$ cat config.mk
export PLATFORM = sky130hd
export DESIGN_NAME = famcdp_queue
export DESIGN_NICKNAME = d
export VERILOG_FILES = /design/src/sv/frame_alignment_min_cost_dp_top_assert.svh /design/src/sv/famcdp_pkg.sv /design/src/sv/famcdp_queue.sv
export SDC_FILE = /design/constraint.sdc
export NUM_CORES = 1
export LEC_CHECK = 0
export ABC_AREA = 1
export CORE_ASPECT_RATIO = 1.2
export CORE_MARGIN = 5
export CORE_UTILIZATION = 30
export CTS_BUF_LIST = sky130_fd_sc_hd__clkbuf_8 sky130_fd_sc_hd__clkbuf_16
export DETAILED_ROUTE_END_ITERATION = 10
export DONT_BUFFER_PORTS = 1
export GPL_TIMING_DRIVEN = 0
export PLACE_DENSITY = 0.5
export SKIP_CTS_REPAIR_TIMING = 1
export SLEW_MARGIN = 0
export SYNTH_ARGS = -nofsm -noshare
export SYNTH_HDL_FRONTEND = slang
export SYNTH_SLANG_ARGS = --single-unit
$ cat constraint.sdc
create_clock -name clk -period 3.2 [get_ports clk]
set_input_delay 0.16 -clock clk [delete_from_list [all_inputs] [get_ports clk]]
set_output_delay 0.16 -clock clk [all_outputs]
set_load 0.005 [all_outputs]
$ cat src/sv/frame_alignment_min_cost_dp_top_assert.svh
// Assertion macros for the frame alignment block.
`ifndef FRAME_ALIGNMENT_MIN_COST_DP_TOP_ASSERT_SVH
`define FRAME_ALIGNMENT_MIN_COST_DP_TOP_ASSERT_SVH

// Same-cycle implication, clocked on clk, off during reset.
`define FAMC_ASSERT_IMP(lbl, ante, cons) \
	lbl: assert property (@(posedge clk) disable iff (!arst_n) (ante) |-> (cons)) \
		else $error("same-cycle check failed");

// Next-cycle implication, clocked on clk, off during reset.
`define FAMC_ASSERT_NEXT(lbl, ante, cons) \
	lbl: assert property (@(posedge clk) disable iff (!arst_n) (ante) |=> (cons)) \
		else $error("next-cycle check failed");

`endif

$ cat src/sv/famcdp_pkg.sv
// Shared types, constants and helpers for the frame alignment block.
`timescale 1ns / 1ps
package famcdp_pkg;
	localparam int MAX_FRAMES  = 1024;
	localparam int IDX_W       = $clog2(MAX_FRAMES);
	localparam int CNT_W       = $clog2(MAX_FRAMES + 1);
	localparam int LEN_REG_W   = 11;
	localparam int SCORE_W     = 16;
	localparam int COST_W      = SCORE_W + 1;
	localparam int SUM_W       = 27;
	localparam int PLEN_W      = 12;
	localparam int PROD_W      = CNT_W + 1 + COST_W;
	localparam int ONE_Q14     = 16384;
	localparam int QUEUE_DEPTH = 4;
	localparam int QPTR_W      = $clog2(QUEUE_DEPTH);
	localparam int CFG_ADDR_W  = 2;
	localparam int CFG_DATA_W  = 16;

	typedef enum logic [CFG_ADDR_W-1:0] {
		REG_FIRST_LEN  = 2'd0,
		REG_SECOND_LEN = 2'd1,
		REG_DEL_SCORE  = 2'd2,
		REG_INS_SCORE  = 2'd3
	} cfg_reg_t;

	// one classified cell on its way from front to back
	typedef struct packed {
		logic signed [SCORE_W-1:0] score;
		logic [IDX_W-1:0]          row;
		logic [IDX_W-1:0]          col;
		logic                      first_row;
		logic                      first_col;
		logic                      last;
	} cell_t;

	// front position, for checking
	typedef struct packed {
		logic [IDX_W-1:0] row;
		logic [IDX_W-1:0] col;
	} front_pos_t;

	// queue control from the front: push request and full flag
	typedef struct packed {
		logic push;
		logic full;
	} queue_ctl_t;

	function automatic logic signed [SUM_W-1:0] sat_sum(input logic signed [PROD_W-1:0] v);
		logic signed [PROD_W-1:0] hi;
		logic signed [PROD_W-1:0] lo;
		logic signed [SUM_W-1:0]  res;
		hi = PROD_W'((64'sd1 <<< (SUM_W - 1)) - 64'sd1);
		lo = -hi - PROD_W'(1);
		if (v > hi)
			res = hi[SUM_W-1:0];
		else if (v < lo)
			res = lo[SUM_W-1:0];
		else
			res = v[SUM_W-1:0];
		return res;
	endfunction
endpackage

$ cat src/sv/famcdp_queue.sv
// Short cell queue between front and back.
`timescale 1ns / 1ps
module famcdp_queue (
	input  logic                   clk,
	input  logic                   arst_n,
	input  famcdp_pkg::queue_ctl_t qctl,
	input  famcdp_pkg::cell_t      push_item,
	output logic                   full,
	input  logic                   pop,
	output logic                   head_valid,
	output famcdp_pkg::cell_t      head_item
);
	localparam int PW = famcdp_pkg::QPTR_W;

	famcdp_pkg::cell_t entry_q [famcdp_pkg::QUEUE_DEPTH];
	logic [PW-1:0]     wr_ptr_q, rd_ptr_q;
	logic [PW:0]       count_q;
	logic              do_push, do_pop;

	assign full       = (count_q == (PW+1)'(famcdp_pkg::QUEUE_DEPTH));
	assign head_valid = (count_q != '0);
	assign head_item  = entry_q[rd_ptr_q];
	assign do_push    = qctl.push && !full;
	assign do_pop     = pop && head_valid;

	always_ff @(posedge clk) begin
		if (do_push)
			entry_q[wr_ptr_q] <= push_item;
	end

	always_ff @(posedge clk or negedge arst_n) begin
		if (!arst_n) begin
			wr_ptr_q <= '0;
			rd_ptr_q <= '0;
			count_q  <= '0;
		end else begin
			if (do_push)
				wr_ptr_q <= wr_ptr_q + PW'(1);
			if (do_pop)
				rd_ptr_q <= rd_ptr_q + PW'(1);
			if (do_push && !do_pop)
				count_q <= count_q + (PW+1)'(1);
			else if (do_pop && !do_push)
				count_q <= count_q - (PW+1)'(1);
		end
	end
endmodule

* After elaboration in Yosys (flattened, before gate mapping)
Memories as Yosys holds them, arrays and structs flattened.
Cells that the tools add are included.
** Word-level totals
- Register bits :: 7
- RAM bits :: 156
- Output and inout bits :: 41
- Memories :: 1
** Memory list
- entry_q :: depth 4, bits a word 39, rd ports 1, clocked after Yosys merged registers in 0, write ports 1, line famcdp_queue.sv:15 : famcdp_pkg::cell_t entry_q [famcdp_pkg::QUEUE_DEPTH];
** Cells by class
- $add $sub $neg :: 4
- Equality and inequality tests :: 1
- Multiplexer cells :: 4
- Reductions and logical operators :: 9
** Operators by type and width (number)
- $mux 3 :: 2
- $add 2x1->2 const B :: 2
- $logic_and 1x1->1 :: 4
- $add 3x1->3 const B :: 1
- $eq 3x3->1 const B :: 1
- $logic_not 1->1 :: 3
- $reduce_bool 3->1 :: 1
- $sub 3x1->3 const B :: 1
- $mux 1 :: 2
- $reduce_bool 2->1 :: 1

* Logic depth before layout (Yosys ltp)
Gate-level depths: netlist of the first run.
- Depth after elaboration :: 7
- Mapped depth :: 12
- Gate-level depth less buffers :: 12

* Worst setup path after synthesis of the first run
No wires, ideal clock.
- Kind :: flip-flop to flip-flop
- Start point :: reg count_q[0]
- End point :: mem entry_q[0][0] (netlist bit) (enable)
- Library setup time :: 435 ps
- Arrival time :: 2370 ps
- Data required time :: 2765 ps
- Path slack :: 394 ps
- Cell stages (with the launch flop) :: 5
- Path buffers :: 0
- Period minus slack after synthesis :: 2806 ps
- Path through :: dfrtp_1 > inv_1 > nand3_1 > nand2_1 > nor2_1
** On the way
- Longest elaborated chain between the ends :: 5
** Ends and longest elaborated chain
- start: declaration :: line famcdp_queue.sv:17 : logic [PW:0] count_q;
- start signal: assignment :: line famcdp_queue.sv:42 : count_q <= count_q + (PW+1)'(1);
- start signal: assignment :: line famcdp_queue.sv:44 : count_q <= count_q - (PW+1)'(1);
- $eq 3x3->1 :: line famcdp_queue.sv:20 : assign full = (count_q == (PW+1)'(famcdp_pkg::QUEUE_DEPTH));
- $logic_not 1->1 :: line famcdp_queue.sv:23 : assign do_push = qctl.push && !full;
- $logic_and 1x1->1 :: line famcdp_queue.sv:23
- $mux 1 :: line famcdp_queue.sv:27 : if (do_push)
- $mux 1 (not written as such) :: line famcdp_queue.sv:28 : entry_q[wr_ptr_q] <= push_item;
- end: declaration :: line famcdp_queue.sv:15
Every way passes these cells.

* Final worst setup path of the first run
- Start point :: reg count_q[0]
- End point :: mem entry_q[1][9] (netlist bit) (enable)
The elaborated chain is that of the path after synthesis.

==> run metrics, run 1 <==
Post-synth top cells edfxtp_1 (156), nand2_1 (135), inv_1 (92); Avg Inst Size Synth roughly 13 sq um; maximum vdd drop approximately 0.53 mV; ANT nets after route 0; I/O Buffers 0; Die Span Y roughly 170 microns; die area around 25,000 sq um; clock skew 6.98 ps; Die Wd 146 microns; Adder-Cell Fraction of Synth Area 0.0124; largest family of logic cells by synthesized area compound AO/OA/AOI/OAI gates; Initial Util 0.306; I/O pin count 85; post-synthesis sequential area ratio 0.729; Util after Layout 0.373; Final min period 2230 ps; Std-Cell Rows 59; syn_nets ~570; worst hold path type input pin to register; initial antenna violation count 1; WHS Path Cells 3; Yosys warning total 0; async set-reset flop share out of synthesis 0.0429; CP arrival 2340 ps; vias in the first global route roughly 4,100; CP max-delay cell nor2_4; met1 Use GR 0.135; CP required around 3300 ps; most common cell in the netlist edfxtp_1; final WL ~16,000 microns; Synth area leader edfxtp_1; worst slew pin tran roughly 830 ps; global-route wire length before repair around 24,000 microns; flop2flop setup slack roughly 970 ps; Worst path max stage delay about 730 ps; Final setup viols 0; Synth Area in Simple Gates 0.0845; First-pass DRT Iterations 4; Placed Cells 794; WS Path Type register to register; grt total ovfl 0; total track usage 0.128; reg2reg end entry_q[1][9]$_DFFE_PP_; core area between 20,000 and 25,000 sq um; largest net degree at the start of global routing 25; CTS root buffer clkbuf_16; RSZ-0062 raised after global routing no; Slew Viols, Final 0; CTS buffer count 17; #FFs+latches synth approximately 160; Hold EP rd_ptr_q[0]$_DFFE_PN0P_; critical-path cell list inv_1, nand3_1, nand2_1, nor2_4, buf_16; GR Util met3 0.0452; layout cells sized above 1 0.0993; FF-to-FF path depth 5; P&R area growth vs syn 21.8%; Worst R2R Start count_q[0]$_DFFE_PN0P_; main area contributors after synthesis edfxtp_1 (70%), o211ai_1 (8.8%), nand2_1 (7.6%); CTS tree built; Detail Placement HPWL about 10,000 microns; vias about 4,000; post-synthesis xor/xnor area fraction 0.00131; slew margin rel. 0.445; leak pwr 0.00315 uW; compound-gate portion of the synthesized area 0.0886; initial DRC count around 150; final net count 631; CP max FO 22; Hold Crit Start pop; startpoint types register; WL/cell 18.2 microns; Avg Vias per Cell about 4.6; Tcrit/Tclk final 0.696; GRT Max-Usage Layer met2; H-tree Lvls 4; CP Capture Type register; Reg clk slew, reported paths ~60 ps; mux contribution to synthesized area 0; status complete, but fails checks; Post-synth EDFFs approximately 160; GR Layer Usage met2 0.231; worst-skew pair later-pin latency a little over 400 ps; Final Hold Vio Count 2; Gate Count Post-Synth around 520; clock tree buffer depth 2; Non-Filler Instances between 800 and 900; cell area after synthesis roughly 6700 sq um; worst hold slack -11.5 ps; # DRC 0; fmax between 400 and 500 MHz; share of the synthesized area in the top cell type 0.703; cell area power density approximately 890 nW/um^2; failing checks negative hold slack; number of distinct library cells after synthesis 17; gp weighted congestion between 0.7 and 0.8; max_cap viols 0; Post-synth top flop edfxtp_1; clock sinks about 160
==> per-layer routing <==
metal | vias up | wire (microns)
met5 | - | 0
met4 | 0 | 253
met3 | 12 | 702
met2 | 81 | 8480
met1 | 1980 | 6340
li1 | 1914 | -
==> through the flow <==
| stage | area [sq um] | power, uW | setup WS, ps | setup TNS, ps | hold slack (ps) |
|---|---|---|---|---|---|
| after floorplan | 6660 | 4480 | 394 | 0 | -136 |
| after global placement | 7010 | 5260 | -1420 | -216550 | -135 |
| after detailed placement | 7120 | 5380 | 921 | 0 | -135 |
| after CTS | 7690 | 7340 | 908 | 0 | -589 |
| after global routing | 8110 | 7740 | 787 | 0 | 28.5 |
| final | 8110 | 7230 | 973 | 0 | -11.5 |
==> cell families (layout without fill, tap and decap cells) <==
group / Yosys count / count (layout)
buffers and inverters: 120 / 198
XOR/XNOR: 1 / 1
AND/OR/NAND/NOR: 147 / 147
AO/OA/AOI/OAI: 79 / 79
other: 0 / 1
flip-flops: 163 / 163
adder cells (fa/ha/maj): 6 / 6
==> area by class of cell <==
type / count / area [sq um]
Sequential cell: 163 / 4860
Buffer: 26 / 205
Clock buffer: 17 / 425
Inverter: 94 / 353
Fill cell: 2035 / 13700
Multi-Input combinational cell: 233 / 1270
Tap cell: 274 / 343
Clock inverter: 15 / 141
Antenna cell: 1 / 2.50
Timing Repair Buffer: 46 / 508
==> registers in the layout (all words and copies together), names as in the netlist <==
name and flops:
entry_q 156, wr_ptr_q 2, count_q 3, rd_ptr_q 2
==> critical path: cells and delay by family (launching register included) <==
kind,cells,cell delay (ps)
DFF,1,420
buffers and inverters,2,320
and+or+nand+nor,3,1160
==> where the power goes <==
part | switching (uW) | internal, uW | total (uW)
combinational | 1610 | 748 | 2360
clock | 807 | 1140 | 1950
sequential | 114 | 2810 | 2920
total | 2530 | 4700 | 7230
==> worst max-delay path by stage <==
stage	from	to	slack (ps)	cells past startpoint
2_1_floorplan	count_q[0]$_DFFE_PN0P_	entry_q[0][0]$_DFFE_PP_	390	4
3_3_place_gp	count_q[0]$_DFFE_PN0P_	entry_q[2][5]$_DFFE_PP_	-1420	4
3_5_place_dp	count_q[0]$_DFFE_PN0P_	entry_q[1][9]$_DFFE_PP_	920	5
4_1_cts	count_q[0]$_DFFE_PN0P_	entry_q[1][9]$_DFFE_PP_	910	5
5_1_grt	count_q[0]$_DFFE_PN0P_	entry_q[1][9]$_DFFE_PP_	790	5
6_report	count_q[0]$_DFFE_PN0P_	entry_q[1][9]$_DFFE_PP_	970	5
==> placed cells by master, fill, tap and decap left out <==
cell,instances
dlygate4sd3_1,42
edfxtp_1,156
buf_4,2
o21ai_0,1
ha_1,5
clkinv_1,3
fa_1,1
xnor2_1,1
diode_2,1
nand2_1,135
o211ai_1,78
dfrtp_1,7
inv_6,3
clkinvlp_4,3
inv_1,94
nand3_1,7
buf_6,12
nor2_4,4
inv_2,2
clkinv_4,1
buf_2,8
bufinv_16,2
nand4_1,1
clkbuf_16,17
buf_16,1
clkbuf_1,4
clkinv_2,1
buf_12,3
No activity file was read; power rests on OpenSTA's default activity.
==> inputs of run 2 (changes only) <==
==> constraint.sdc (replaced) <==
create_clock -name clk -period 2.1 [get_ports clk]
set_input_delay 0.105 -clock clk [delete_from_list [all_inputs] [get_ports clk]]
set_output_delay 0.105 -clock clk [all_outputs]
set_load 0.005 [all_outputs]
==> run metrics, run 2 (synthesized netlist as in run 1, its figures left out) <==
Reg clk slew, reported paths 60 ps (about the same); maximum vdd drop 0.769 mV (+44%); clock sinks 163 (unchanged); startpoint types register; CTS buffer count 17 (unchanged); vias in the first global route 3,919 (-3.6%); Std-Cell Rows 59 (unchanged); cell area power density 1370 nW/um^2 (+54%); commonest non-fill, non-tap cell in the layout edfxtp_1; core area 21,800 sq um (unchanged); pre-CTS setup slack -101 ps (-1020 ps); initial DRC count 126 (-18%); Tcrit/Tclk final 0.921 (+0.225); Die Wd 146 microns (unchanged); total track usage 0.123 (-0.00536); slew margin rel. 0.502 (+0.0566); flop2flop setup slack 170 ps (-810 ps); Worst R2R Start count_q[0]$_DFFE_PN0P_; Finished Cell Area 8160 sq um (+0.59%); CP arrival 2040 ps (-300 ps); CP required 2210 ps (-1100 ps); grt total ovfl 0 (unchanged); Final setup viols 0 (unchanged); WL/cell 17.9 microns (-1.6%); Top Registers entry_q x156, count_q x3; status completed; I/O Buffers 0 (unchanged); clock tree buffer depth 2 (unchanged); Final Hold Vio Count 0 (-2); leak pwr 0.00318 uW (+0.74%); H-tree Lvls 4 (unchanged); Top reg by flops entry_q; reg2reg end entry_q[3][10]$_DFFE_PP_; Slew Viols, Final 0 (unchanged); Final min period 1930 ps (-294 ps); TNS Setup 0 ps (unchanged); CTS root buffer clkbuf_16; worst slew pin tran 745 ps (-84.7 ps); RSZ-0062 raised after global routing no; CP max FO 21 (-4.5%); placed inst area 7120 sq um (-0.11%); CP Capture Type register; die area 25,300 sq um (unchanged); worst hold path type input pin to asynchronous set/reset pin; I/O pin count 85 (unchanged); largest net degree at the start of global routing 25 (unchanged); most frequent cells in the layout edfxtp_1 (156), nand2_1 (134), inv_1 (92); final net count 631 (unchanged); Die Span Y 173 microns (unchanged); WS Path Type register to register; Final Power 11,200 uW (+55%); worst-skew pair later-pin latency 410 ps (about the same); P&R area growth vs syn 22.5%; max_cap viols 0 (unchanged); Util after Layout 0.375 (+0.00218); Avg Vias per Cell 4.57 (-0.49%); initial antenna violation count 0 (-1); Initial Util 0.306 (unchanged); fmax 517 MHz (+15%); Detail Placement HPWL 9900 microns (-1.6%); ANT nets after route 0 (unchanged); First-pass DRT Iterations 4 (unchanged); # DRC 0 (unchanged); global-route wire length before repair 23,200 microns (-3.2%); layout cells sized above 1 0.109 (+0.0101); clock skew 4.90 ps (-2.08 ps); Diodes inserted 0 (-1); CTS tree built; FF-to-FF path depth 5 (unchanged); gp weighted congestion 0.753 (+5.5%); Largest register FFs 156 (unchanged); Worst Setup Slack, final 167 ps (-806 ps); final WL 15,500 microns (-1.8%); vias 3,963 (-0.60%)
run 2: layout make-up:
| cell class | count | area (sq um) |
|---|---|---|
| timing repair buffer | 46 | 500 |
| fill | 2086 | 13600 |
| sequential | 163 | 4860 |
| inverter | 94 | 353 |
| buffer | 26 | 206 |
| multi-input combinational | 233 | 1290 |
| tap | 274 | 343 |
| clock inverter | 15 | 180 |
| clock buffer | 17 | 425 |
run 2: metrics by stage:
stage | hold slack [ps] | std cells
final | 26.0 | 868
after global routing | 26.2 | 868
after CTS | -637 | 826
after detailed placement | -190 | 794
after global placement | -190 | 790
after floorplan | -191 | 516
run 2: worst max-delay path: stages (launching register included):
cell	delay (ps)
dfrtp_1	410
inv_1	100
nand3_2	120
nand2_4	120
nor2_4	590
buf_12	270
run 2: how the worst max path moves through the flow:
stage                                  from                        to  slack (ps)  cells after the start
floorplan            count_q[0]$_DFFE_PN0P_   entry_q[0][0]$_DFFE_PP_        -100                      4
global placement     count_q[0]$_DFFE_PN0P_   entry_q[0][9]$_DFFE_PP_       -1230                      4
detailed placement   count_q[0]$_DFFE_PN0P_   entry_q[3][4]$_DFFE_PP_        -100                      5
CTS                  count_q[0]$_DFFE_PN0P_  entry_q[3][10]$_DFFE_PP_        -130                      5
global route        rd_ptr_q[0]$_DFFE_PN0P_              head_item[5]           7                      5
finish               count_q[0]$_DFFE_PN0P_  entry_q[3][10]$_DFFE_PP_         170                      5
run 2: where the power goes:
| part | internal, uW | switching [uW] |
|---|---|---|
| combinational | 1140 | 2470 |
| clock | 1890 | 1270 |
| sequential | 4280 | 173 |
| total | 7310 | 3910 |
run 2: metal layers:
metal	track usage	part of all wire	vias to the layer above	routed length, microns
li1	-	-	1911	-
met1	0.134	0.41	1971	6430
met2	0.221	0.53	71	8270
met3	0.0518	0.043	10	662
met4	0.0275	0.0093	0	144
met5	0	0	-	0
