$ cat config.mk
export PLATFORM = sky130hd
export DESIGN_NAME = famcdp_front
export DESIGN_NICKNAME = d
export VERILOG_FILES = /design/src/sv/frame_alignment_min_cost_dp_top_assert.svh /design/src/sv/famcdp_pkg.sv /design/src/sv/famcdp_front.sv
export SDC_FILE = /design/constraint.sdc
export NUM_CORES = 1
export LEC_CHECK = 0
export BUFFER_PORTS_ARGS = -buffer_cell sky130_fd_sc_hd__buf_2
export CAP_MARGIN = 40
export CORE_ASPECT_RATIO = 0.5
export CORE_MARGIN = 3
export CORE_UTILIZATION = 53
export DETAILED_ROUTE_END_ITERATION = 10
export PLACE_DENSITY = 0.95
export SYNTH_ARGS = -nofsm -noshare
export SYNTH_HDL_FRONTEND = slang
export SYNTH_SLANG_ARGS = --single-unit
$ cat constraint.sdc
create_clock -name clk -period 7.5 [get_ports clk]
set_clock_uncertainty 0.2 [all_clocks]
set_input_delay 0 -clock clk [delete_from_list [all_inputs] [get_ports clk]]
set_output_delay 0 -clock clk [all_outputs]
set_load 0.02 [all_outputs]
$ cat src/sv/frame_alignment_min_cost_dp_top_assert.svh
// Assertion macros for the frame alignment block.
`ifndef FRAME_ALIGNMENT_MIN_COST_DP_TOP_ASSERT_SVH
`define FRAME_ALIGNMENT_MIN_COST_DP_TOP_ASSERT_SVH

// Same-cycle implication, clocked on clk, off during reset.
`define FAMC_ASSERT_IMP(lbl, ante, cons) \
	lbl: assert property (@(posedge clk) disable iff (!arst_n) (ante) |-> (cons)) \
		else $error("same-cycle check failed");

// Next-cycle implication, clocked on clk, off during reset.
`define FAMC_ASSERT_NEXT(lbl, ante, cons) \
	lbl: assert property (@(posedge clk) disable iff (!arst_n) (ante) |=> (cons)) \
		else $error("next-cycle check failed");

`endif

$ cat src/sv/famcdp_pkg.sv
// Shared types, constants and helpers for the frame alignment block.
`timescale 1ns / 1ps
package famcdp_pkg;
	localparam int MAX_FRAMES  = 1024;
	localparam int IDX_W       = $clog2(MAX_FRAMES);
	localparam int CNT_W       = $clog2(MAX_FRAMES + 1);
	localparam int LEN_REG_W   = 11;
	localparam int SCORE_W     = 16;
	localparam int COST_W      = SCORE_W + 1;
	localparam int SUM_W       = 27;
	localparam int PLEN_W      = 12;
	localparam int PROD_W      = CNT_W + 1 + COST_W;
	localparam int ONE_Q14     = 16384;
	localparam int QUEUE_DEPTH = 4;
	localparam int QPTR_W      = $clog2(QUEUE_DEPTH);
	localparam int CFG_ADDR_W  = 2;
	localparam int CFG_DATA_W  = 16;

	typedef enum logic [CFG_ADDR_W-1:0] {
		REG_FIRST_LEN  = 2'd0,
		REG_SECOND_LEN = 2'd1,
		REG_DEL_SCORE  = 2'd2,
		REG_INS_SCORE  = 2'd3
	} cfg_reg_t;

	// one classified cell on its way from front to back
	typedef struct packed {
		logic signed [SCORE_W-1:0] score;
		logic [IDX_W-1:0]          row;
		logic [IDX_W-1:0]          col;
		logic                      first_row;
		logic                      first_col;
		logic                      last;
	} cell_t;

	// front position, for checking
	typedef struct packed {
		logic [IDX_W-1:0] row;
		logic [IDX_W-1:0] col;
	} front_pos_t;

	// queue control from the front: push request and full flag
	typedef struct packed {
		logic push;
		logic full;
	} queue_ctl_t;

	function automatic logic signed [SUM_W-1:0] sat_sum(input logic signed [PROD_W-1:0] v);
		logic signed [PROD_W-1:0] hi;
		logic signed [PROD_W-1:0] lo;
		logic signed [SUM_W-1:0]  res;
		hi = PROD_W'((64'sd1 <<< (SUM_W - 1)) - 64'sd1);
		lo = -hi - PROD_W'(1);
		if (v > hi)
			res = hi[SUM_W-1:0];
		else if (v < lo)
			res = lo[SUM_W-1:0];
		else
			res = v[SUM_W-1:0];
		return res;
	endfunction
endpackage

$ cat src/sv/famcdp_front.sv
// Front end: accepts score beats, tracks grid position, tags each cell.
`timescale 1ns / 1ps
module famcdp_front (
	input  logic                                     clk,
	input  logic                                     arst_n,
	input  logic                                     in_valid,
	output logic                                     in_stall,
	input  logic signed [famcdp_pkg::SCORE_W-1:0]   frame_score,
	input  logic [famcdp_pkg::LEN_REG_W-1:0]        first_length,
	input  logic [famcdp_pkg::LEN_REG_W-1:0]        second_length,
	input  logic                                     restart,
	output famcdp_pkg::queue_ctl_t                   qctl,
	input  logic                                     q_full,
	output famcdp_pkg::cell_t                        push_item,
	output famcdp_pkg::front_pos_t                   pos
);
	localparam int CW = famcdp_pkg::CNT_W;
	localparam int IW = famcdp_pkg::IDX_W;

	function automatic logic [CW-1:0] eff_len(input logic [famcdp_pkg::LEN_REG_W-1:0] v);
		logic [CW-1:0] res;
		if (v == '0)
			res = CW'(1);
		else if (famcdp_pkg::LEN_REG_W'(v) > famcdp_pkg::LEN_REG_W'(famcdp_pkg::MAX_FRAMES))
			res = CW'(famcdp_pkg::MAX_FRAMES);
		else
			res = CW'(v);
		return res;
	endfunction

	logic [IW-1:0] row_q, col_q;
	logic [CW-1:0] n1, n2;
	logic          accept, row_end, last;

	assign n1       = eff_len(first_length);
	assign n2       = eff_len(second_length);
	assign row_end  = (CW'(col_q) == n2 - CW'(1));
	assign last     = row_end && (CW'(row_q) == n1 - CW'(1));
	assign accept   = in_valid && !q_full;
	assign in_stall = q_full;

	assign qctl.push = accept;
	assign qctl.full = q_full;

	assign push_item.score     = frame_score;
	assign push_item.row       = row_q;
	assign push_item.col       = col_q;
	assign push_item.first_row = (row_q == '0);
	assign push_item.first_col = (col_q == '0);
	assign push_item.last      = last;

	assign pos.row = row_q;
	assign pos.col = col_q;

	always_ff @(posedge clk or negedge arst_n) begin
		if (!arst_n) begin
			row_q <= '0;
			col_q <= '0;
		end else if (restart) begin
			row_q <= '0;
			col_q <= '0;
		end else if (accept) begin
			if (last) begin
				row_q <= '0;
				col_q <= '0;
			end else if (row_end) begin
				row_q <= row_q + IW'(1);
				col_q <= '0;
			end else begin
				col_q <= col_q + IW'(1);
			end
		end
	end
endmodule

Yosys cells after proc, flatten, opt, wreduce, memory -nomap -nowiden
Index checks and enable logic that the tools add are counted.

cells by class
  add/sub/neg operators = 4
  multiply operators = 0
  div/mod/pow operators = 0
  order comparisons = 2
  eq/ne operators = 2
  shifts and indexed selects = 0
  multiplexer cells = 12
  bitwise gates (word level) = 0
  reduce and logical (&&, ||, !) cells = 10

operator list
  cell                                                 count
  two-way mux 10 bit                                   8
  two-way mux 11 bit                                   4
  equality test 10 x 11 -> 1 bit                       2
  > comparator 11 bit (second input constant)          2
  zero test 11 bit                                     2
  subtractor 11 x 1 -> 11 bit (second input constant)  2
  adder 10 x 1 -> 10 bit (second input constant)       2
  zero test 10 bit                                     2
  nonzero test 3 bit                                   1
  logical AND 1 bit                                    2
  AND reduction 2 bit                                  1
  nonzero test 2 bit                                   1
  zero test 1 bit                                      1

storage, ports and cells
  flip-flop bits (word level) = 20
  latch bits = 0
  RAM bits = 0
  bits in read-only memories = 0
  input bits = 43
  word-level logic and storage cells = 32
  memories kept = 0

Depth between registers and ports, before layout
Gate-level depths: netlist of run 1.

  word-level depth = 9
  gate-level depth with buffers = 15
  mapped depth without buffers = 12

Least setup slack after synthesis of run 1
OpenSTA, ideal clock, no wires.

  kind = input -> register
  from = in second_length[4] (netlist name)
  to = reg col_q[1]
  library setup time = 0.141 ns
  arrival = 2.643 ns
  data required time = 7.159 ns
  path slack = 4.516 ns
  stages = 15
  cell sequence = clkbuf_1 > nor4_1 > a31o_2 > nand2_1 > ha_1 > clkbuf_1 > xor2_1 > xnor2_1 > nand4_1 > nor3_1 > and4_1 > nor4b_4 > buf_4 > nand3b_1 > a21oi_1

on the way
  cells in the longest elaborated chain, start to end = 9

ends and longest elaborated chain
  element                                                         line                                    source
  start, declared                                                 famcdp_front.sv:10                      input logic [famcdp_pkg::LEN_REG_W-1:0] second_length,
  > comparator 11 bit                                             famcdp_front.sv:24                      else if (famcdp_pkg::LEN_REG_W'(v) > famcdp_pkg::LEN_REG_W'(famcdp_pkg::MAX_FRAMES))
  two-way mux 11 bit                                              famcdp_front.sv:24
  two-way mux 11 bit (*)                                          famcdp_front.sv:22                      if (v == '0)
  subtractor 11 x 1 -> 11 bit (*)                                 famcdp_front.sv:37                      assign row_end = (CW'(col_q) == n2 - CW'(1));
  equality test 10 x 11 -> 1 bit (*)                              famcdp_front.sv:37
  two-way mux 10 bit / logical AND 1 bit (equally long branches)  famcdp_front.sv:66, famcdp_front.sv:38
  two-way mux 10 bit (*)                                          famcdp_front.sv:63                      if (last) begin
  two-way mux 10 bit (*)                                          famcdp_front.sv:62                      end else if (accept) begin
  two-way mux 10 bit (*)                                          famcdp_front.sv:59                      end else if (restart) begin
  end signal, assigned                                            famcdp_front.sv:70                      col_q <= col_q + IW'(1);
  end, declared                                                   famcdp_front.sv:31                      logic [IW-1:0] row_q, col_q;

Every way passes the cells marked *; elsewhere a longest branch is shown, timed or not. The select of a mux whose other input is x is not followed.
A chain may end at the register's enable or synchronous reset.

Final worst setup path of run 1
  from = in second_length[8] (netlist name)
  to = reg col_q[0]

Same word-level chain as after synthesis.

==> summary.txt, run 1 <==
Worst hold path
  • Hold crit path type: primary input to asynchronous set/reset pin

STA
  • Max Clk Rate: 264 MHz
  • Final hold slack: 0.0339 ns
  • PnR worst setup slack: 3.72 ns
  • Period utilisation layout: 50.4%
  • RSZ-0062 raised after global routing: no
  • Final hold violation count: 0
  • Final setup violation count: 0
  • Worst-Margin Slew: 0.605 ns
  • Relative slew slack: 59.3%
  • Final Max Slew Viols: 0
  • TNS Setup: 0 ns
  • Minimum clock period: 3.78 ns

Logic synthesis
  • Post-Syn Area: 2490 um2
  • Register area share after synthesis: 20.1%
  • Yosys warnings: 0
  • Number of synthesized register bits: 20
  • Async set-reset flop share out of synthesis: 100%
  • Syn Nets: 364
  • Post-synth EDFFs: 0
  • Syn Area/Cell: 7.92 um2
  • Post-synth top flop: dfrtp_1
  • Cell count after synthesis: 315
  • Cell variety after synth: 60

Placed design
  • Pre-CTS setup slack: 4.00 ns
  • DP HPWL: 4.81 mm
  • Post-Place Cells: 387
  • Dpl cell area: 2560 um2
  • RD Place Congestion: 0.886
  • Port bufs: 72

Critical path
  • Required @ worst endpoint: 7.45 ns
  • RR Startpoint: col_q[5]
  • Maximum fanout along the worst path: 11
  • Worst Setup SP: second_length[8]
  • Crit path capture: col_q[0]
  • Setup CP Type: primary input to register
  • R2r setup slk: 4.37 ns
  • Type of destination of the critical path: register
  • Startpoint Class: primary input
  • Reg2reg end: col_q[0]
  • Crit path DAT: 3.73 ns
  • Worst r2r path cells: 9

Layout
  • Diodes inserted: 0
  • Finished Cell Area: 2810 um2
  • Area delta synth->final: 12.7%
  • Share of layout cells above drive strength 1: 28.0%
  • NumNets Final: 407
  • Most frequent cells in the layout: buf_2, nor2_1, dfrtp_1, dlygate4sd3_1, xnor2_1
  • Most common cell after layout, fill and taps aside: buf_2
  • Core Util, Final: 66.9%
  • Post-Layout Cell Count: 411

Drt
  • Drc violations: 0
  • DRT antenna net count: 0
  • Routed WL: 6.49 mm
  • DR WL/cell: 15.8 um
  • DRT Pass-1 Iters: 4
  • Via count: 2,479
  • Via density: 6.03
  • Iter 0 DRT Violations: 131

Global route
  • Vias in the first global route: 2,240
  • GRT Util Overall: 23.3%
  • Met3 GRT Util: 2.16%
  • Initial antenna violation count: 0
  • First-pass GRT wire length: 10.4 mm
  • Gr ovfl total: 0
  • GRT met2 Usage: 41.9%
  • Most Crowded Layer GR: met2
  • GR Layer Usage met1: 29.6%
  • Pin count of the biggest net entering global routing: 21

Clocking
  • Post_cts resized: 0
  • Clock slew at reported path FFs: 0.08 ns
  • Worst-Skew Late Latency: 0.26 ns
  • Clock Tree Root: clkbuf_8
  • H-tree levels: 1
  • CTS tree: yes
  • Num CTS Buffers: 3
  • Post-CTS Repair Setup Buffers: 0
  • Clock Sinks: 20
  • Max Root-Sink Buffers: 2

Power
  • P per Cell Area: 99.5 nW/um2
  • Power, Total: 280 uW
  • VDD IR max: 0.0680 mV
  • Leakage: 1.24 nW

Floorplanning
  • Starting Density: 59.3%
  • Core area: 4200 um2
  • Die ar.: 5620 um2
  • Die width: 103 um
  • Site Rows: 16
  • Die H: 54.5 um
  • Io pins: 105

Flow run
  • Max-Cap Viols: 0

Run status
  • Status: complete, no violations
## cells by family after synthesis
| logic type | Yosys count | share of synthesized area [%] |
|---|---|---|
| adders and majority gates | 6 | 3.01 |
| and+or+nand+nor | 120 | 31.0 |
| xor gates and xnor gates | 25 | 8.78 |
| DFF | 20 | 20.1 |
| buffers and inverters | 69 | 17.0 |
| muxes | 3 | 1.45 |
| AOI/OAI and AO/OA | 72 | 18.7 |
## registers in the layout (all words and copies together), names as in the netlist
| signal | flops |
|---|---|
| col_q | 10 |
| row_q | 10 |
## routing by layer
metal | up-vias | part of all wire, %
met1 | 1143 | 42
met3 | 12 | 7.3
met2 | 127 | 49
met5 | - | 0
met4 | 0 | 1.6
li1 | 1197 | -
## cells in the mapped netlist, types with 3 or more instances
cell | instances | share of area (%)
o21ai_1 | 8 | 1.6
a21oi_1 | 13 | 2.6
nor4_4 | 4 | 3.4
nand2b_1 | 3 | 0.75
xor2_1 | 8 | 2.8
o22ai_1 | 3 | 0.75
nor4_1 | 8 | 2.0
a31oi_1 | 4 | 1.0
xnor2_1 | 17 | 6.0
dfrtp_1 | 20 | 20
inv_1 | 15 | 2.3
buf_4 | 41 | 12
nand3b_1 | 3 | 0.90
or3_1 | 6 | 1.5
o21ai_0 | 15 | 3.0
nand2_1 | 16 | 2.4
nor3_1 | 8 | 1.6
clkbuf_1 | 10 | 1.5
nor2_1 | 22 | 3.3
ha_1 | 6 | 3.0
a211oi_1 | 7 | 2.1
nand3_1 | 9 | 1.8
or2_2 | 3 | 0.75
nand4_1 | 12 | 3.0
and3_1 | 5 | 1.3
nor2b_1 | 3 | 0.75
## worst min-delay path by stage
stage	from	to	slack, ns	depth (start not counted)
5_1_grt	q_full	qctl[0]	0.06	2
2_1_floorplan	arst_n	col_q[0]	-0.50	0
4_1_cts	arst_n	row_q[8]	0.04	2
3_5_place_dp	arst_n	row_q[8]	-0.23	1
6_report	arst_n	row_q[7]	0.03	2
3_3_place_gp	arst_n	row_q[8]	-0.24	1
## where the power goes
part / switching [mW] / internal [mW]
registers: 0.00130 / 0.108
logic: 0.0535 / 0.0344
clock network: 0.0355 / 0.0467
total: 0.0903 / 0.189
## layout make-up
cell class / instances / area (um2)
Multi-Input combinational cell: 226 / 1570
Inverter: 15 / 56.3
Sequential cell: 20 / 500
Fill cell: 370 / 1390
Timing Repair Buffer: 92 / 561
Tap cell: 54 / 67.6
Clock buffer: 4 / 55.1
## timing repair
action | 4_1_cts | 5_1_grt
endpoints found under the hold margin | 38 | 0
hold buffers | 20 | 0
setup endpoints to repair | 0 | 0
## critical path, cell delays in order
cell and delay [ns]:
buf_2 0.13, nor4_2 0.58, a31o_2 0.25, nand2_1 0.08
ha_1 0.33, xor2_1 0.21, xnor2_1 0.20, nand4_1 0.11
nor3_1 0.18, and4_1 0.27, nor4b_4 0.54, or3_1 0.21
a21oi_1 0.06, dlygate4sd3_1 0.57
No activity file was read; power rests on OpenSTA's default activity.
==> run 2, diff against run 1 <==
--- a/config.mk
+++ b/config.mk
@@ -9,9 +9,9 @@
 export CAP_MARGIN = 40
 export CORE_ASPECT_RATIO = 0.5
 export CORE_MARGIN = 3
-export CORE_UTILIZATION = 53
+export CORE_UTILIZATION = 49
 export DETAILED_ROUTE_END_ITERATION = 10
-export PLACE_DENSITY = 0.95
+export PLACE_DENSITY = 0.92
 export SYNTH_ARGS = -nofsm -noshare
 export SYNTH_HDL_FRONTEND = slang
 export SYNTH_SLANG_ARGS = --single-unit
==> constraint.sdc (replaced) <==
create_clock -name clk -period 3.9 [get_ports clk]
set_clock_uncertainty 0.2 [all_clocks]
set_input_delay 0 -clock clk [delete_from_list [all_inputs] [get_ports clk]]
set_output_delay 0 -clock clk [all_outputs]
set_load 0.02 [all_outputs]
==> run 2 against run 1 <==
Effect of this change:
- clock power up 100%
- wire length rose by 1.2%
- clock-buffer cell count unchanged
- die area grew 7.5%
- critical endpoint is now col_q[1]
- largest cell class unchanged
==> summary.txt, run 2 (synthesis results as in run 1) <==
Critical path
  • RR Startpoint: col_q[5]
  • Reg2reg end: col_q[1]
  • Worst r2r path cells: 9
  • Worst Setup SP: second_length[4]
  • R2r setup slk: 1.10 ns
  • Maximum fanout along the worst path: 10
  • Crit path capture: col_q[1]
  • Crit path DAT: 3.27 ns
  • Setup CP Type: primary input to register
  • Startpoint Class: primary input
  • Required @ worst endpoint: 3.85 ns
  • Type of destination of the critical path: register

Clocking
  • Post_cts resized: 0
  • Worst-Skew Late Latency: 0.27 ns
  • H-tree levels: 1
  • Clock Tree Root: clkbuf_8
  • CTS tree: yes
  • Clock Sinks: 20
  • Max Root-Sink Buffers: 2
  • Num CTS Buffers: 3
  • Clock slew at reported path FFs: 0.07 ns

Layout
  • Area delta synth->final: 14.5%
  • Largest regs: col_q x10, row_q x10
  • NumNets Final: 411
  • Most frequent cells in the layout: buf_2, nor2_1, dfrtp_1, dlygate4sd3_1, xnor2_1
  • Diodes inserted: 0
  • Area of the multi-input gates: 1570 um2
  • Core Util, Final: 61.6%
  • Finished Cell Area: 2860 um2
  • Most common cell after layout, fill and taps aside: buf_2
  • FF+latch area: 500 um2
  • Fillers: 419
  • Share of layout cells above drive strength 1: 28.8%

Placed design
  • Dpl cell area: 2590 um2
  • Port bufs: 72
  • RD Place Congestion: 0.962
  • DP HPWL: 4.71 mm

Floorplanning
  • Die H: 56.5 um
  • Starting Density: 53.8%
  • Die width: 107 um
  • Core area: 4640 um2
  • Die ar.: 6040 um2
  • Site Rows: 17
  • Io pins: 105

Global route
  • First-pass GRT wire length: 10.4 mm
  • Vias in the first global route: 2,185
  • Gr ovfl total: 0
  • Initial antenna violation count: 0
  • Pin count of the biggest net entering global routing: 21
  • GRT Util Overall: 20.9%

Run status
  • Status: complete, no violations

Drt
  • Via count: 2,550
  • Iter 0 DRT Violations: 222
  • DR WL/cell: 15.4 um
  • Routed WL: 6.56 mm
  • DRT Pass-1 Iters: 5
  • Drc violations: 0
  • DRT antenna net count: 0
  • Via density: 5.97

STA
  • Final hold violation count: 0
  • RSZ-0062 raised after global routing: no
  • TNS Setup: 0 ns
  • Final setup violation count: 0
  • Max Clk Rate: 302 MHz
  • Worst-Margin Slew: 0.618 ns
  • Relative slew slack: 58.5%
  • Final Max Slew Viols: 0
  • Period utilisation layout: 85.0%
  • Minimum clock period: 3.32 ns

Worst hold path
  • Hold crit path type: primary input to output pin

Power
  • Internal power: 365 uW
  • Leakage: 1.26 nW
  • Sequential group share of total power: 38.7%
  • Logic pwr share: 31.2%
  • Power share of the clock group: 30.1%
  • Sw frac: 32.8%
  • P per Cell Area: 190 nW/um2
  • Switching Power: 179 uW
  • VDD IR max: 0.117 mV
  • Power, Total: 544 uW

Flow run
  • Max-Cap Viols: 0
## run 2: changes by cell type in the layout (fill, tap and decap cells not counted)
cell and delta:
buf_4 +4
## run 2: layout make-up
class                           count  area share [%]
Clock buffer                        4            1.93
Inverter                           15            1.97
Multi-Input combinational cell    226            55.0
Sequential cell                    20            17.5
Tap cell                           66            2.89
Timing Repair Buffer               96            20.7
## run 2: power by group through the flow
stage / clock network, mW / logic, mW / registers (mW)
final: 0.164 / 0.170 / 0.211
after global routing: 0.172 / 0.186 / 0.211
after CTS: 0.164 / 0.168 / 0.211
after detailed placement: 0 / 0.140 / 0.215
after global placement: 0 / 0.137 / 0.215
after floorplan: 0 / 0.120 / 0.215
## run 2: worst min-delay path by stage
stage | from | endpoint | slack [ns] | cells past startpoint
finish | q_full | qctl[0] | 0.04 | 2
global route | q_full | in_stall | 0.07 | 2
CTS | arst_n | row_q[5] | 0.02 | 2
detailed placement | arst_n | row_q[9] | -0.22 | 1
global placement | arst_n | row_q[9] | -0.23 | 1
floorplan | arst_n | col_q[0] | -0.50 | 0
## run 2: routing by layer
layer / vias to the layer above / track usage, % / share of wire [%]
met1: 1190 / 28.2 / 43
li1: 1205 / - / -
met2: 144 / 35.9 / 47
met3: 11 / 2.18 / 8.6
met4: 0 / 5.46 / 1.4
met5: - / 0 / 0
## run 2: critical path, cell delays in order
cell           delay [ns]
buf_2                0.15
nor4_1               0.50
a31o_2               0.23
nand2_1              0.08
ha_1                 0.34
xor2_1               0.21
xnor2_1              0.16
nand4_1              0.09
nor3_1               0.20
and4_1               0.28
nor4b_4              0.25
nand3b_1             0.16
a21oi_1              0.08
dlygate4sd3_1        0.56
## run 2: repair_timing
item                                    CTS  global route
hold buffers                             20             0
buffers inserted                          0             2
hold endpoints to repair                 38             0
endpoints found under the setup margin    0             1
## run 2: through the flow
step	cells	worst slack, ns	hold WS (ns)
global placement	401	0.614	-0.231
CTS	425	0.288	0.0170
floorplan	315	0.916	-0.496
detailed placement	401	0.514	-0.225
global route	427	0.356	0.0652
finish	427	0.584	0.0421
